## src/hdl/bcs_pkg.sv

```systemverilog
// Package: shared types and constants of the bake cycle sequencer.
package bcs_pkg;

  localparam int unsigned DebounceW = 8;
  localparam int unsigned TpsW      = 10;
  localparam int unsigned CfgDataW  = 10;
  localparam int unsigned SecCntW   = 16;
  localparam int unsigned RemW      = 14;
  localparam int unsigned MinShownW = 8;

  localparam logic [6:0] KneadMax = 7'd99;
  localparam logic [7:0] RiseMax  = 8'd180;
  localparam logic [6:0] BakeMax  = 7'd99;
  localparam logic [RemW-1:0] SecsPerMin = RemW'(60);

  localparam logic [DebounceW-1:0] DebounceReset = DebounceW'(10);
  localparam logic [TpsW-1:0]      TpsReset      = TpsW'(1000);

  typedef enum logic [0:0] {
    CFG_DEBOUNCE_TICKS   = 1'b0,
    CFG_TICKS_PER_SECOND = 1'b1
  } cfg_idx_e;

  typedef enum logic [2:0] {
    PH_SET_KNEAD = 3'd0,
    PH_SET_RISE  = 3'd1,
    PH_SET_BAKE  = 3'd2,
    PH_RUN_KNEAD = 3'd3,
    PH_RUN_RISE  = 3'd4,
    PH_RUN_BAKE  = 3'd5,
    PH_DONE      = 3'd6
  } phase_e;

  typedef enum logic [1:0] {
    KEY_NONE   = 2'd0,
    KEY_SELECT = 2'd1,
    KEY_UP     = 2'd2,
    KEY_DOWN   = 2'd3
  } key_e;

  // phase status seen by the button logic
  typedef struct packed {
    logic running;
    logic in_set;
  } bcs_status_t;

  // button logic decision for the current tick
  typedef struct packed {
    logic ignore;
    key_e key;
  } bcs_press_t;

  typedef struct packed {
    logic [2:0]           phase;
    logic                 motor_on;
    logic                 heater_on;
    logic                 beep_start;
    logic [RemW-1:0]      seconds_left;
    logic [MinShownW-1:0] minutes_shown;
  } bcs_result_t;

endpackage

```

## src/hdl/bcs_in_if.sv

```systemverilog
// Interface: input tick channel carrying the three button levels.
interface bcs_in_if;
  logic valid;
  logic ready;
  logic select_pressed;
  logic up_pressed;
  logic down_pressed;

  modport source (output valid, output select_pressed, output up_pressed,
                  output down_pressed, input ready);
  modport sink   (input valid, input select_pressed, input up_pressed,
                  input down_pressed, output ready);
endinterface

```

## src/hdl/bcs_out_if.sv

```systemverilog
// Interface: result channel of the bake cycle sequencer.
interface bcs_out_if;
  logic        valid;
  logic        ready;
  logic [2:0]  phase;
  logic        motor_on;
  logic        heater_on;
  logic        beep_start;
  logic [13:0] seconds_left;
  logic [7:0]  minutes_shown;

  modport source (output valid, output phase, output motor_on, output heater_on,
                  output beep_start, output seconds_left, output minutes_shown,
                  input ready);
  modport sink   (input valid, input phase, input motor_on, input heater_on,
                  input beep_start, input seconds_left, input minutes_shown,
                  output ready);
endinterface

```

## src/hdl/bcs_press_ctrl.sv

```systemverilog
// Button press qualification: debounce, release tracking, select-hold filter.
module bcs_press_ctrl
  import bcs_pkg::*;
(
  input  logic                 clk_i,
  input  logic                 rst_ni,
  input  logic                 step_i,
  input  logic                 sel_i,
  input  logic                 up_i,
  input  logic                 down_i,
  input  logic [DebounceW-1:0] debounce_ticks_i,
  input  bcs_status_t          status_i,
  output bcs_press_t           press_o
);

  logic [DebounceW-1:0] debounce_left_q, debounce_left_d, debounce_dec;
  logic                 press_handled_q, press_handled_d, handled_cur;
  logic                 wait_rel_q, wait_rel_d;
  logic                 none_held, take;
  key_e                 key;

  always_comb begin
    none_held    = !sel_i && !up_i && !down_i;
    debounce_dec = (debounce_left_q != '0) ? debounce_left_q - 1'b1 : debounce_left_q;
    handled_cur  = press_handled_q && !none_held;
    take         = !status_i.running && (debounce_dec == '0) && !handled_cur;
    key          = KEY_NONE;
    if (take) begin
      if (sel_i)       key = KEY_SELECT;
      else if (up_i)   key = KEY_UP;
      else if (down_i) key = KEY_DOWN;
    end
    press_o.ignore = wait_rel_q && sel_i;
    press_o.key    = key;
  end

  always_comb begin
    debounce_left_d = debounce_left_q;
    press_handled_d = press_handled_q;
    wait_rel_d      = wait_rel_q;
    if (step_i && !press_o.ignore) begin
      debounce_left_d = debounce_dec;
      press_handled_d = handled_cur;
      wait_rel_d      = 1'b0;
      if (key != KEY_NONE) begin
        debounce_left_d = debounce_ticks_i;
        press_handled_d = 1'b1;
      end
      // leaving a set phase restarts press tracking and waits for select release
      if (key == KEY_SELECT && status_i.in_set) begin
        debounce_left_d = '0;
        press_handled_d = 1'b0;
        wait_rel_d      = 1'b1;
      end
    end
  end

  always_ff @(posedge clk_i or negedge rst_ni) begin
    if (!rst_ni) begin
      debounce_left_q <= '0;
      press_handled_q <= 1'b0;
      wait_rel_q      <= 1'b0;
    end else begin
      debounce_left_q <= debounce_left_d;
      press_handled_q <= press_handled_d;
      wait_rel_q      <= wait_rel_d;
    end
  end

endmodule

```

## src/hdl/bcs_tick_div.sv

```systemverilog
// Tick divider: counts running ticks and flags each completed second.
module bcs_tick_div
  import bcs_pkg::*;
(
  input  logic            clk_i,
  input  logic            rst_ni,
  input  logic            step_i,
  input  logic            running_i,
  input  logic [TpsW-1:0] ticks_per_second_i,
  output logic            sec_inc_o
);

  logic [TpsW-1:0] tick_count_q, tick_count_d, tick_next;

  always_comb begin
    tick_next    = tick_count_q + 1'b1;
    sec_inc_o    = running_i && (tick_next >= ticks_per_second_i);
    tick_count_d = tick_count_q;
    if (step_i) begin
      if (!running_i || sec_inc_o) tick_count_d = '0;
      else                         tick_count_d = tick_next;
    end
  end

  always_ff @(posedge clk_i or negedge rst_ni) begin
    if (!rst_ni) tick_count_q <= '0;
    else         tick_count_q <= tick_count_d;
  end

endmodule

```

## src/hdl/bcs_phase_fsm.sv

```systemverilog
// Phase machine: minute settings, countdown, motor/heater drive and result fields.
module bcs_phase_fsm
  import bcs_pkg::*;
(
  input  logic        clk_i,
  input  logic        rst_ni,
  input  logic        step_i,
  input  logic        sec_inc_i,
  input  key_e        key_i,
  output bcs_status_t status_o,
  output bcs_result_t result_o
);

  phase_e               phase_q, phase_d;
  logic [6:0]           knead_q, knead_d;
  logic [7:0]           rise_q, rise_d;
  logic [6:0]           bake_q, bake_d;
  logic [SecCntW-1:0]   sec_cnt_q, sec_cnt_d, sec_now;
  logic [SecCntW-1:0]   last_sec_q, last_sec_d;
  logic [RemW-1:0]      rem_q, rem_d;
  logic                 motor_q, motor_d;
  logic                 heater_q, heater_d;
  logic                 beep;
  logic                 new_sec, run_d;

  always_comb begin
    status_o.running = (phase_q == PH_RUN_KNEAD) || (phase_q == PH_RUN_RISE) ||
                       (phase_q == PH_RUN_BAKE);
    status_o.in_set  = (phase_q == PH_SET_KNEAD) || (phase_q == PH_SET_RISE) ||
                       (phase_q == PH_SET_BAKE);
  end

  always_comb begin
    phase_d    = phase_q;
    knead_d    = knead_q;
    rise_d     = rise_q;
    bake_d     = bake_q;
    sec_now    = sec_cnt_q + SecCntW'(sec_inc_i);
    sec_cnt_d  = sec_cnt_q;
    last_sec_d = last_sec_q;
    rem_d      = rem_q;
    motor_d    = motor_q;
    heater_d   = heater_q;
    beep       = 1'b0;
    new_sec    = sec_now != last_sec_q;
    if (step_i) begin
      sec_cnt_d = sec_now;
      case (phase_q)
        PH_SET_KNEAD: begin
          if (key_i == KEY_UP && knead_q < KneadMax)   knead_d = knead_q + 1'b1;
          else if (key_i == KEY_DOWN && knead_q > 7'd1) knead_d = knead_q - 1'b1;
          if (key_i == KEY_SELECT) phase_d = PH_SET_RISE;
        end
        PH_SET_RISE: begin
          if (key_i == KEY_UP && rise_q < RiseMax)     rise_d = rise_q + 1'b1;
          else if (key_i == KEY_DOWN && rise_q > 8'd1) rise_d = rise_q - 1'b1;
          if (key_i == KEY_SELECT) phase_d = PH_SET_BAKE;
        end
        PH_SET_BAKE: begin
          if (key_i == KEY_UP && bake_q < BakeMax)     bake_d = bake_q + 1'b1;
          else if (key_i == KEY_DOWN && bake_q > 7'd1) bake_d = bake_q - 1'b1;
          if (key_i == KEY_SELECT) begin
            phase_d   = PH_RUN_KNEAD;
            rem_d     = RemW'(knead_q) * SecsPerMin;
            sec_cnt_d = '0;
            motor_d   = 1'b1;
          end
        end
        PH_RUN_KNEAD, PH_RUN_RISE, PH_RUN_BAKE: begin
          if (new_sec) begin
            last_sec_d = sec_now;
            if (rem_q != '0) begin
              rem_d = rem_q - 1'b1;
            end else begin
              case (phase_q)
                PH_RUN_KNEAD: begin
                  motor_d   = 1'b0;
                  phase_d   = PH_RUN_RISE;
                  rem_d     = RemW'(rise_q) * SecsPerMin;
                  sec_cnt_d = '0;
                end
                PH_RUN_RISE: begin
                  heater_d  = 1'b1;
                  phase_d   = PH_RUN_BAKE;
                  rem_d     = RemW'(bake_q) * SecsPerMin;
                  sec_cnt_d = '0;
                end
                default: begin
                  heater_d = 1'b0;
                  phase_d  = PH_DONE;
                  beep     = 1'b1;
                end
              endcase
            end
          end
        end
        PH_DONE: begin
          if (key_i == KEY_SELECT) phase_d = PH_SET_KNEAD;
        end
        default: ;
      endcase
    end
  end

  // result fields reflect the state after this tick
  always_comb begin
    run_d = (phase_d == PH_RUN_KNEAD) || (phase_d == PH_RUN_RISE) ||
            (phase_d == PH_RUN_BAKE);
    result_o.phase        = phase_d;
    result_o.motor_on     = motor_d;
    result_o.heater_on    = heater_d;
    result_o.beep_start   = beep;
    result_o.seconds_left = run_d ? rem_d : '0;
    case (phase_d)
      PH_SET_KNEAD: result_o.minutes_shown = MinShownW'(knead_d);
      PH_SET_RISE:  result_o.minutes_shown = rise_d;
      PH_SET_BAKE:  result_o.minutes_shown = MinShownW'(bake_d);
      default:      result_o.minutes_shown = '0;
    endcase
  end

  always_ff @(posedge clk_i or negedge rst_ni) begin
    if (!rst_ni) begin
      phase_q    <= PH_SET_KNEAD;
      knead_q    <= 7'd1;
      rise_q     <= 8'd1;
      bake_q     <= 7'd1;
      sec_cnt_q  <= '0;
      last_sec_q <= '0;
      rem_q      <= '0;
      motor_q    <= 1'b0;
      heater_q   <= 1'b0;
    end else begin
      phase_q    <= phase_d;
      knead_q    <= knead_d;
      rise_q     <= rise_d;
      bake_q     <= bake_d;
      sec_cnt_q  <= sec_cnt_d;
      last_sec_q <= last_sec_d;
      rem_q      <= rem_d;
      motor_q    <= motor_d;
      heater_q   <= heater_d;
    end
  end

endmodule

```

## src/hdl/bake_cycle_sequencer_core.sv

```systemverilog
// Top level: bake cycle sequencer with config registers and result register.
// The result is registered: it shows on out_o in the cycle after the input transfer.
// Throughput: one tick per cycle; the single result register is refilled in the
//   same cycle it is drained, so input ready only drops while a result stalls.
// Reset: rst_ni is asynchronous, active low; phase returns to set knead, all
//   minutes to 1, counters clear, debounce_ticks to 10, ticks_per_second to 1000.
module bake_cycle_sequencer_core
  import bcs_pkg::*;
(
  input  logic                clk_i,
  input  logic                rst_ni,
  input  logic                cfg_we_i,
  input  logic                cfg_index_i,
  input  logic [CfgDataW-1:0] cfg_data_i,
  bcs_in_if.sink              in_i,
  bcs_out_if.source           out_o
);

  // configuration registers
  logic [DebounceW-1:0] debounce_ticks_q;
  logic [TpsW-1:0]      tps_q;

  always_ff @(posedge clk_i or negedge rst_ni) begin
    if (!rst_ni) begin
      debounce_ticks_q <= DebounceReset;
      tps_q            <= TpsReset;
    end else if (cfg_we_i) begin
      case (cfg_idx_e'(cfg_index_i))
        CFG_DEBOUNCE_TICKS:   debounce_ticks_q <= cfg_data_i[DebounceW-1:0];
        CFG_TICKS_PER_SECOND: tps_q            <= cfg_data_i[TpsW-1:0];
        default: ;
      endcase
    end
  end

  // handshake: take a tick whenever the result register is free or draining
  logic step, adv;
  assign in_i.ready = !out_o.valid || out_o.ready;
  assign step       = in_i.valid && in_i.ready;

  bcs_status_t status;
  bcs_press_t  press;
  bcs_result_t result;
  logic        sec_inc;

  // a tick with select still held after an advance leaves the press, divider and phase state untouched
  assign adv = step && !press.ignore;

  bcs_press_ctrl u_press (
    .clk_i            (clk_i),
    .rst_ni           (rst_ni),
    .step_i           (step),
    .sel_i            (in_i.select_pressed),
    .up_i             (in_i.up_pressed),
    .down_i           (in_i.down_pressed),
    .debounce_ticks_i (debounce_ticks_q),
    .status_i         (status),
    .press_o          (press)
  );

  bcs_tick_div u_tick (
    .clk_i              (clk_i),
    .rst_ni             (rst_ni),
    .step_i             (adv),
    .running_i          (status.running),
    .ticks_per_second_i (tps_q),
    .sec_inc_o          (sec_inc)
  );

  bcs_phase_fsm u_fsm (
    .clk_i     (clk_i),
    .rst_ni    (rst_ni),
    .step_i    (adv),
    .sec_inc_i (sec_inc),
    .key_i     (press.key),
    .status_o  (status),
    .result_o  (result)
  );

  // result register
  logic        out_valid_q, out_valid_d;
  bcs_result_t res_q;

  always_comb begin
    out_valid_d = out_valid_q;
    if (step)              out_valid_d = 1'b1;
    else if (out_o.ready)  out_valid_d = 1'b0;
  end

  always_ff @(posedge clk_i or negedge rst_ni) begin
    if (!rst_ni) out_valid_q <= 1'b0;
    else         out_valid_q <= out_valid_d;
  end

  always_ff @(posedge clk_i) begin
    if (step) res_q <= result;
  end

  assign out_o.valid         = out_valid_q;
  assign out_o.phase         = res_q.phase;
  assign out_o.motor_on      = res_q.motor_on;
  assign out_o.heater_on     = res_q.heater_on;
  assign out_o.beep_start    = res_q.beep_start;
  assign out_o.seconds_left  = res_q.seconds_left;
  assign out_o.minutes_shown = res_q.minutes_shown;

endmodule

```

## src/flat_wrapper.sv

```systemverilog
// flat-port wrapper written by rule: the top's interface ports become plain ports
module bake_cycle_sequencer_core_flat import bcs_pkg::*;
  (clk_i, rst_ni, cfg_we_i, cfg_index_i, cfg_data_i, in_i_valid, in_i_select_pressed, in_i_up_pressed, in_i_down_pressed, in_i_ready, out_o_valid, out_o_phase, out_o_motor_on, out_o_heater_on, out_o_beep_start, out_o_seconds_left, out_o_minutes_shown, out_o_ready);
  bcs_in_if in_i_i ();
  bcs_out_if out_o_i ();
  input  logic clk_i;
  input  logic rst_ni;
  input  logic cfg_we_i;
  input  logic cfg_index_i;
  input  logic [CfgDataW-1:0] cfg_data_i;
  input wire logic [$bits(in_i_i.valid)-1:0] in_i_valid;
  input wire logic [$bits(in_i_i.select_pressed)-1:0] in_i_select_pressed;
  input wire logic [$bits(in_i_i.up_pressed)-1:0] in_i_up_pressed;
  input wire logic [$bits(in_i_i.down_pressed)-1:0] in_i_down_pressed;
  output wire logic [$bits(in_i_i.ready)-1:0] in_i_ready;
  output wire logic [$bits(out_o_i.valid)-1:0] out_o_valid;
  output wire logic [$bits(out_o_i.phase)-1:0] out_o_phase;
  output wire logic [$bits(out_o_i.motor_on)-1:0] out_o_motor_on;
  output wire logic [$bits(out_o_i.heater_on)-1:0] out_o_heater_on;
  output wire logic [$bits(out_o_i.beep_start)-1:0] out_o_beep_start;
  output wire logic [$bits(out_o_i.seconds_left)-1:0] out_o_seconds_left;
  output wire logic [$bits(out_o_i.minutes_shown)-1:0] out_o_minutes_shown;
  input wire logic [$bits(out_o_i.ready)-1:0] out_o_ready;
  assign in_i_i.valid = in_i_valid;
  assign in_i_i.select_pressed = in_i_select_pressed;
  assign in_i_i.up_pressed = in_i_up_pressed;
  assign in_i_i.down_pressed = in_i_down_pressed;
  assign in_i_ready = in_i_i.ready;
  assign out_o_valid = out_o_i.valid;
  assign out_o_phase = out_o_i.phase;
  assign out_o_motor_on = out_o_i.motor_on;
  assign out_o_heater_on = out_o_i.heater_on;
  assign out_o_beep_start = out_o_i.beep_start;
  assign out_o_seconds_left = out_o_i.seconds_left;
  assign out_o_minutes_shown = out_o_i.minutes_shown;
  assign out_o_i.ready = out_o_ready;
  bake_cycle_sequencer_core u_core (.clk_i(clk_i), .rst_ni(rst_ni), .cfg_we_i(cfg_we_i), .cfg_index_i(cfg_index_i), .cfg_data_i(cfg_data_i), .in_i(in_i_i), .out_o(out_o_i));
endmodule
```

## config.mk

```make
export PLATFORM = sky130hd
export DESIGN_NAME = bake_cycle_sequencer_core_flat
export DESIGN_NICKNAME = d
export VERILOG_FILES = /design/src/hdl/bcs_pkg.sv /design/src/hdl/bcs_in_if.sv /design/src/hdl/bcs_out_if.sv /design/src/hdl/bcs_press_ctrl.sv /design/src/hdl/bcs_tick_div.sv /design/src/hdl/bcs_phase_fsm.sv /design/src/hdl/bake_cycle_sequencer_core.sv /design/src/flat_wrapper.sv
export SDC_FILE = /design/constraint.sdc
export NUM_CORES = 1
export LEC_CHECK = 0
export BUFFER_PORTS_ARGS = -buffer_cell sky130_fd_sc_hd__clkbuf_2
export CORE_MARGIN = 2
export CORE_UTILIZATION = 55
export CTS_BUF_LIST = sky130_fd_sc_hd__clkbuf_4 sky130_fd_sc_hd__clkbuf_8
export DETAILED_ROUTE_END_ITERATION = 16
export PLACE_DENSITY_LB_ADDON = 0.2
export SLEW_MARGIN = 30
export SYNTH_ARGS = -nofsm -noshare
export SYNTH_HDL_FRONTEND = slang
export SYNTH_SLANG_ARGS = --single-unit
```

## constraint.sdc

```tcl
create_clock -name clk_i -period 10.4 [get_ports clk_i]
set_clock_uncertainty 0.1 [all_clocks]
set_input_delay 1.04 -clock clk_i [delete_from_list [all_inputs] [get_ports clk_i]]
set_output_delay 1.04 -clock clk_i [all_outputs]
set_load 0.01 [all_outputs]
```

**Yosys cells after proc, flatten, opt, wreduce, memory -nomap -nowiden**

Cells that the tools add are included.
W data, S select, Z words.

- Bits of input ports: 19
- Bits in latches: 0
- Logic and storage cells: 164
- Register bits: 140
- Memories: 0
- Output and inout port bits: 30
- Memory bits (writable): 0
- ROM bits: 0

- Reductions and logical operators: 45
- Shift-type cells: 0
- Div/mod/pow operators: 0
- Bitwise gates (word level): 4
- $add $sub $neg: 10
- Equality and inequality tests: 15
- Order comparisons: 7
- Mux-type cells: 58
- Multipliers: 3

Operators by type and width:

| cell | count |
|---|---|
| $mux W16 | 4 |
| $mux W14 | 4 |
| $mux W7 | 8 |
| $mux W8 | 7 |
| $pmux W14 S2 | 2 |
| $pmux W16 S2 | 1 |
| $pmux W8 S3 | 1 |
| $mul A7 B4 Y11 const B | 2 |
| $mux W3 | 7 |
| $add A16 B1 Y16 | 1 |
| $logic_and A1 B1 Y1 | 16 |
| $ne A16 B16 Y1 | 1 |
| $sub A8 B1 Y8 const B | 2 |
| $eq A3 B3 Y1 const B | 5 |
| $mux W1 | 15 |
| $pmux W3 S5 | 1 |
| $add A7 B1 Y7 const B | 2 |
| $gt A7 B1 Y1 const B | 2 |
| $lt A7 B7 Y1 const B | 2 |
| $reduce_bool A14 Y1 | 1 |
| $sub A14 B1 Y14 const B | 1 |
| $sub A7 B1 Y7 const B | 2 |
| $eq A3 B2 Y1 const B | 4 |
| $mul A8 B4 Y12 const B | 1 |
| other kinds (24) | 50 |

**Longest topological paths before layout**

- Depth in word-level cells: 15
- Mapped depth: 27
- Mapped depth without buffers: 23

**Cells and area by module**

Synthesis repeated with hierarchy kept, for this count alone.

- Cells, all modules: 1167
- Area total of the unflattened synthesis: 11373.4 µm²

By module, submodules not included:

| module | times used | seq. area each (µm²) | area an instance (µm²) | cells each |
|---|---|---|---|---|
| bcs_phase_fsm | 1 | 1830.5 | 7983.9 | 892 |
| bake_cycle_sequencer_core | 1 | 1326.3 | 1610.3 | 73 |
| bcs_press_ctrl | 1 | 250.2 | 894.6 | 101 |
| bcs_tick_div | 1 | 250.2 | 884.6 | 101 |

**Worst setup path before layout**

OpenSTA, ideal clock, no wires.

- Path kind: reg2reg
- Start: register u_core.u_tick.tick_count_q[0]
- End: register u_core.res_q (netlist bit u_core.out_o.seconds_left[3]), data pin
- Slack: 4593 ps
- Data required time: 10035 ps
- Path buffers: 4
- Arrival: 5442 ps
- Library setup time: 265 ps
- Cell stages (with the launch flop): 28
- Cells stage by stage: dfrtp_1 ha_1 ha_1 a21o_1 a21o_1 a21o_1 a21o_1 a21oi_1 o21ai_0 a21oi_1 nor2_1 o21a_1 ha_1 ha_1 buf_2 nand3_1 clkbuf_1 nor4_1 nor4_1 a2111o_1 nor4_4 and2_2 o41ai_1 o311a_1 buf_6 mux2i_2 buf_6 nor2_1

RTL lines:

| what | line | RTL |
|---|---|---|
| start, declared | bcs_tick_div.sv:13 | `logic [TpsW-1:0] tick_count_q, tick_count_d, tick_next;` |
| start signal, assigned | bcs_tick_div.sv:27 | `else tick_count_q <= tick_count_d;` |
| end signal, assigned | bake_cycle_sequencer_core.sv:96 | `if (step) res_q <= result;` |
| end, declared | bake_cycle_sequencer_core.sv:82 | `bcs_result_t res_q;` |

**Worst setup path in the final report**

- Start: register u_core.u_tick.tick_count_q[0]
- End: register u_core.res_q (netlist bit u_core.out_o.seconds_left[8]), data pin

- Word-level cells in the longest chain between the ends: 11
- Elaborated cells between the ends (all ways): 16
- Those cells by class: 2 x add/sub; 1 x order compare; 4 x eq/ne; 6 x mux; 3 x reduce/logical

Ends and longest elaborated chain:

| what | line | RTL |
|---|---|---|
| $add A10 B1 Y10 * | bcs_tick_div.sv:16 | `tick_next = tick_count_q + 1'b1;` |
| $ge A10 B10 Y1 * | bcs_tick_div.sv:17 | `sec_inc_o = running_i && (tick_next >= ticks_per_second_i);` |
| $logic_and A1 B1 Y1 * | bcs_tick_div.sv:17 |  |
| $add A16 B1 Y16 * | bcs_phase_fsm.sv:38 | `sec_now = sec_cnt_q + SecCntW'(sec_inc_i);` |
| $ne A16 B16 Y1 * | bcs_phase_fsm.sv:45 | `new_sec = sec_now != last_sec_q;` |
| $mux W3 | bcs_phase_fsm.sv:70 | `if (new_sec) begin` |
| $pmux W3 S5 | bcs_phase_fsm.sv:48 | `case (phase_q)` |
| $mux W3 | bcs_phase_fsm.sv:46 | `if (step_i) begin` |
| $eq A3 B2 Y1 or $eq A3 B3 Y1 (tied branches) | bcs_phase_fsm.sv:107 | `run_d = (phase_d == PH_RUN_KNEAD) \|\| (phase_d == PH_RUN_RISE) \|\|` |
| $logic_or A1 B1 Y1 (2 in series) | bcs_phase_fsm.sv:107 |  |

Mark *: on every way between the ends. The rest lies on a longest branch, timed or not.
A chain may end at the register's enable or synchronous reset.

==> reports/metrics.cfg <==
[synth]
synth.top_cell.area_share_pct=22.9
netlist-cell-type-count=89
synth-seq-area-share_pct=33.1
synth_most_common_cell=ha_1
ys_async_sr_fraction_pct=80.0
synth_area_sq_mm=0.0110
ys_ff_latch=140
synth_edf_count=28
synth_cells=1164
yosys-top-cells-area=dfrtp_1 23%, ha_1 12%, edfxtp_1 7.6%, fa_1 6.3%, xnor2_1 4.1%
synth_top_area_cell=dfrtp_1
synth_common_cells=104 x ha_1, 102 x nand2_1, 101 x dfrtp_1
syn-num-nets=1322
synth_ff_type=dfrtp_1
yosysWarnings=0
syn_area_per_cell_sq_um=9.48

[route]
initialDrtViolationCount=708
drc_errors=0
post_drt_wl_per_cell_um=18.5
drt_wl_total_mm=27.2
routed_via_density=6.01
vias=8831
postRouteAntennaNets=0
drtPass1Iterations=6

[global_routing]
busiest_layer=met1
met1_usage_pct=39.0
grt_overflow=0
grt_max_degree=67
antenna_found_initial=0
grt_pass1_vias=8432
grt_pass1_wl_mm=44.6
grtUsageMet3_pct=3.95
grt_usage_pct=26.1
grt_util_met2_pct=38.9

[placed_design]
io_buffer_count=48
place_area_sq_mm=0.0114
hpwl_mm=20.0
gp_congestion=0.999

[cells_and_area]
antennaDiodeCount=0
final_nets=1350
nFillCells=1726
final_util_pct=60.4
final_area_sq_mm=0.0118
area_delta_synth_final_pct=7.31
layout-drive-gt1-share_pct=12.0

[hold_path]
hp-start=u_core.debounce_ticks_q[7]$_DFFE_PN0P_
hold_class=flip-flop to flip-flop
holdPathEnd=u_core.debounce_ticks_q[7]$_DFFE_PN0P_
holdPathStages=1

[sta]
drv_slew=0
hold_violations=0
whs_ns=0.415
fmax_ghz=0.131
post-route-min-period_ns=7.61
setup_viol=0
max_slew_margin_pct=40.5
post-route-period-util_pct=73.2
setup_tns_ns=0
worst_slew_pin_slew_ns=0.887
rsz0062_at_grt=no

[power]
vdd_drop_max_mv=0.105
p_int_mw=1.16
clkPwrFrac_pct=24.7
p_sw_share_pct=39.3
power.density_mw_per_mm2=161
power_leakage_nw=5.01
seqPwrFrac_pct=38.4
pwr-share-comb_pct=36.8
power.switching_mw=0.747

[critical_path]
critical_path_class=flip-flop to flip-flop
r2r-end=u_core.out_o.seconds_left[8]$_SDFFCE_PN0P_
reg2regPathDepth=23
cp_data_required_time_ns=10.48
path_max_fanout=14
cp.arrival_ns=7.69
cp-end-kind=flip-flop
reg2reg_from=u_core.u_tick.tick_count_q[0]$_DFFE_PN0P_
start_kind=flip-flop
rrSetupSlack_ns=2.79

[clock_tree]
cts_tree=built
cts_root_buf=clkbuf_8
cts.repair.resized=0
clock_latency_ns=0.46
numClockSinks=140
htree_levels=4
cts_max_path_buffers=2
postCtsHoldBufs=0
clk_pin_slew_ns=0.09
cts_buffers=17
postCtsSetupBuffers=0

[floorplan]
fp.coreArea_sq_mm=0.0196
rows=51
die_h_um=146
die_x_um=146
dieArea_sq_mm=0.0212
ios=49
start_util_pct=56.3

[job]
cap_violations=0

[run_status]
status=completed

## placed cells by master (no fill, tap or decap), types with 22 or more instances in the layout
master / Yosys / layout
clkbuf_2: 2 / 47
inv_1: 81 / 81
a21oi_1: 49 / 49
nor2_1: 67 / 67
ha_1: 104 / 104
xnor2_1: 52 / 52
nand3_1: 31 / 31
dfrtp_1: 101 / 101
fa_1: 35 / 35
o21ai_0: 77 / 77
nor3_1: 39 / 39
edfxtp_1: 28 / 28
nand2_1: 102 / 102
mux2_2: 22 / 22
## state kept, by name, summed over array words and instances, names as in the netlist, 3 cells and up
register / count
u_core.u_fsm.bake_q: 7
u_core.u_press.debounce_left_q: 8
u_core.u_fsm.rem_q: 14
u_core.u_fsm.phase_q: 3
u_core.u_fsm.knead_q: 7
u_core.tps_q: 10
u_core.u_tick.tick_count_q: 10
u_core.u_fsm.sec_cnt_q: 16
u_core.u_fsm.rise_q: 8
u_core.u_fsm.last_sec_q: 16
u_core.out_o.phase: 3
u_core.debounce_ticks_q: 8
u_core.out_o.seconds_left: 14
u_core.out_o.minutes_shown: 8
## power groups by stage
| stage | registers, mW | logic [mW] | clock network (mW) |
|---|---|---|---|
| 4_1_cts | 0.728 | 0.698 | 0.477 |
| 3_3_place_gp | 0.737 | 0.677 | 0 |
| 6_report | 0.731 | 0.701 | 0.471 |
| 5_1_grt | 0.742 | 0.776 | 0.503 |
| 2_1_floorplan | 0.706 | 0.529 | 0 |
| 3_5_place_dp | 0.737 | 0.688 | 0 |
## layer usage
metal | up-vias | wire (um)
li1 | 4224 | -
met4 | 0 | 561
met5 | - | 0
met3 | 42 | 1410
met1 | 4293 | 13300
met2 | 272 | 11900
## worst max path at each step
| stage | from | end | slack [ns] | cells past startpoint |
|---|---|---|---|---|
| floorplan | u_core.u_tick.tick_count_q[0]$_DFFE_PN0P_ | u_core.out_o.seconds_left[3]$_SDFFCE_PN0P_ | 4.59 | 27 |
| global placement | u_core.u_tick.tick_count_q[0]$_DFFE_PN0P_ | u_core.out_o.seconds_left[6]$_SDFFCE_PN0P_ | 3.24 | 23 |
| detailed placement | u_core.u_tick.tick_count_q[0]$_DFFE_PN0P_ | u_core.out_o.seconds_left[8]$_SDFFCE_PN0P_ | 2.97 | 23 |
| finish | u_core.u_tick.tick_count_q[0]$_DFFE_PN0P_ | u_core.out_o.seconds_left[8]$_SDFFCE_PN0P_ | 2.79 | 23 |
| CTS | u_core.u_tick.tick_count_q[0]$_DFFE_PN0P_ | u_core.out_o.seconds_left[8]$_SDFFCE_PN0P_ | 2.88 | 23 |
| global route | u_core.u_tick.tick_count_q[0]$_DFFE_PN0P_ | u_core.out_o.seconds_left[8]$_SDFFCE_PN0P_ | 2.36 | 23 |
## cells by family (layout without fill, tap and decap cells)
group,count (synthesis),in the layout,share of synthesized area [%]
mux,35,35,3.46
flops,140,140,33.1
fa+ha+maj,139,139,18.1
buf+inv,128,169,4.88
simple gates,374,374,17.7
compound gates,279,279,17.0
xor+xnor,69,69,5.73
## worst max-delay path, cell delays in order (launching register included)
cell      delay [ns]
dfrtp_1         0.46
ha_1            0.34
ha_1            0.28
a21o_1          0.16
a21o_1          0.17
a21o_1          0.17
a21o_1          0.18
a21oi_1         0.14
o21ai_0         0.10
a21oi_1         0.67
nor2_1          0.11
o21a_1          0.22
ha_1            0.21
ha_1            0.28
nand3_1         0.35
nor2_1          0.17
xnor2_1         0.18
a2111o_1        0.47
nor4_4          0.41
nand2_1         0.37
nand2_1         0.28
o311a_1         0.65
mux2i_2         0.75
nor2b_1         0.12
## final cells by class
class / count / area (sq um) / area share (%)
clock buffers: 18 / 248 / 2.09
clock inverters: 14 / 159 / 1.34
inverters: 82 / 308 / 2.60
multi-input cells: 896 / 6840 / 57.8
flip-flops and latches: 140 / 3660 / 30.9
well taps: 265 / 332 / 2.80
repair buffers: 55 / 299 / 2.53
## through the flow
stage                     setup slack (ns)  power, mW  cells
final                                 2.79       1.90   1470
after global routing                  2.36       2.02   1470
after CTS                             2.88       1.90   1470
after detailed placement              2.97       1.42   1438
after global placement                3.24       1.41   1438
after floorplan                       4.59       1.23   1164
No activity file was read; power rests on OpenSTA's default activity.
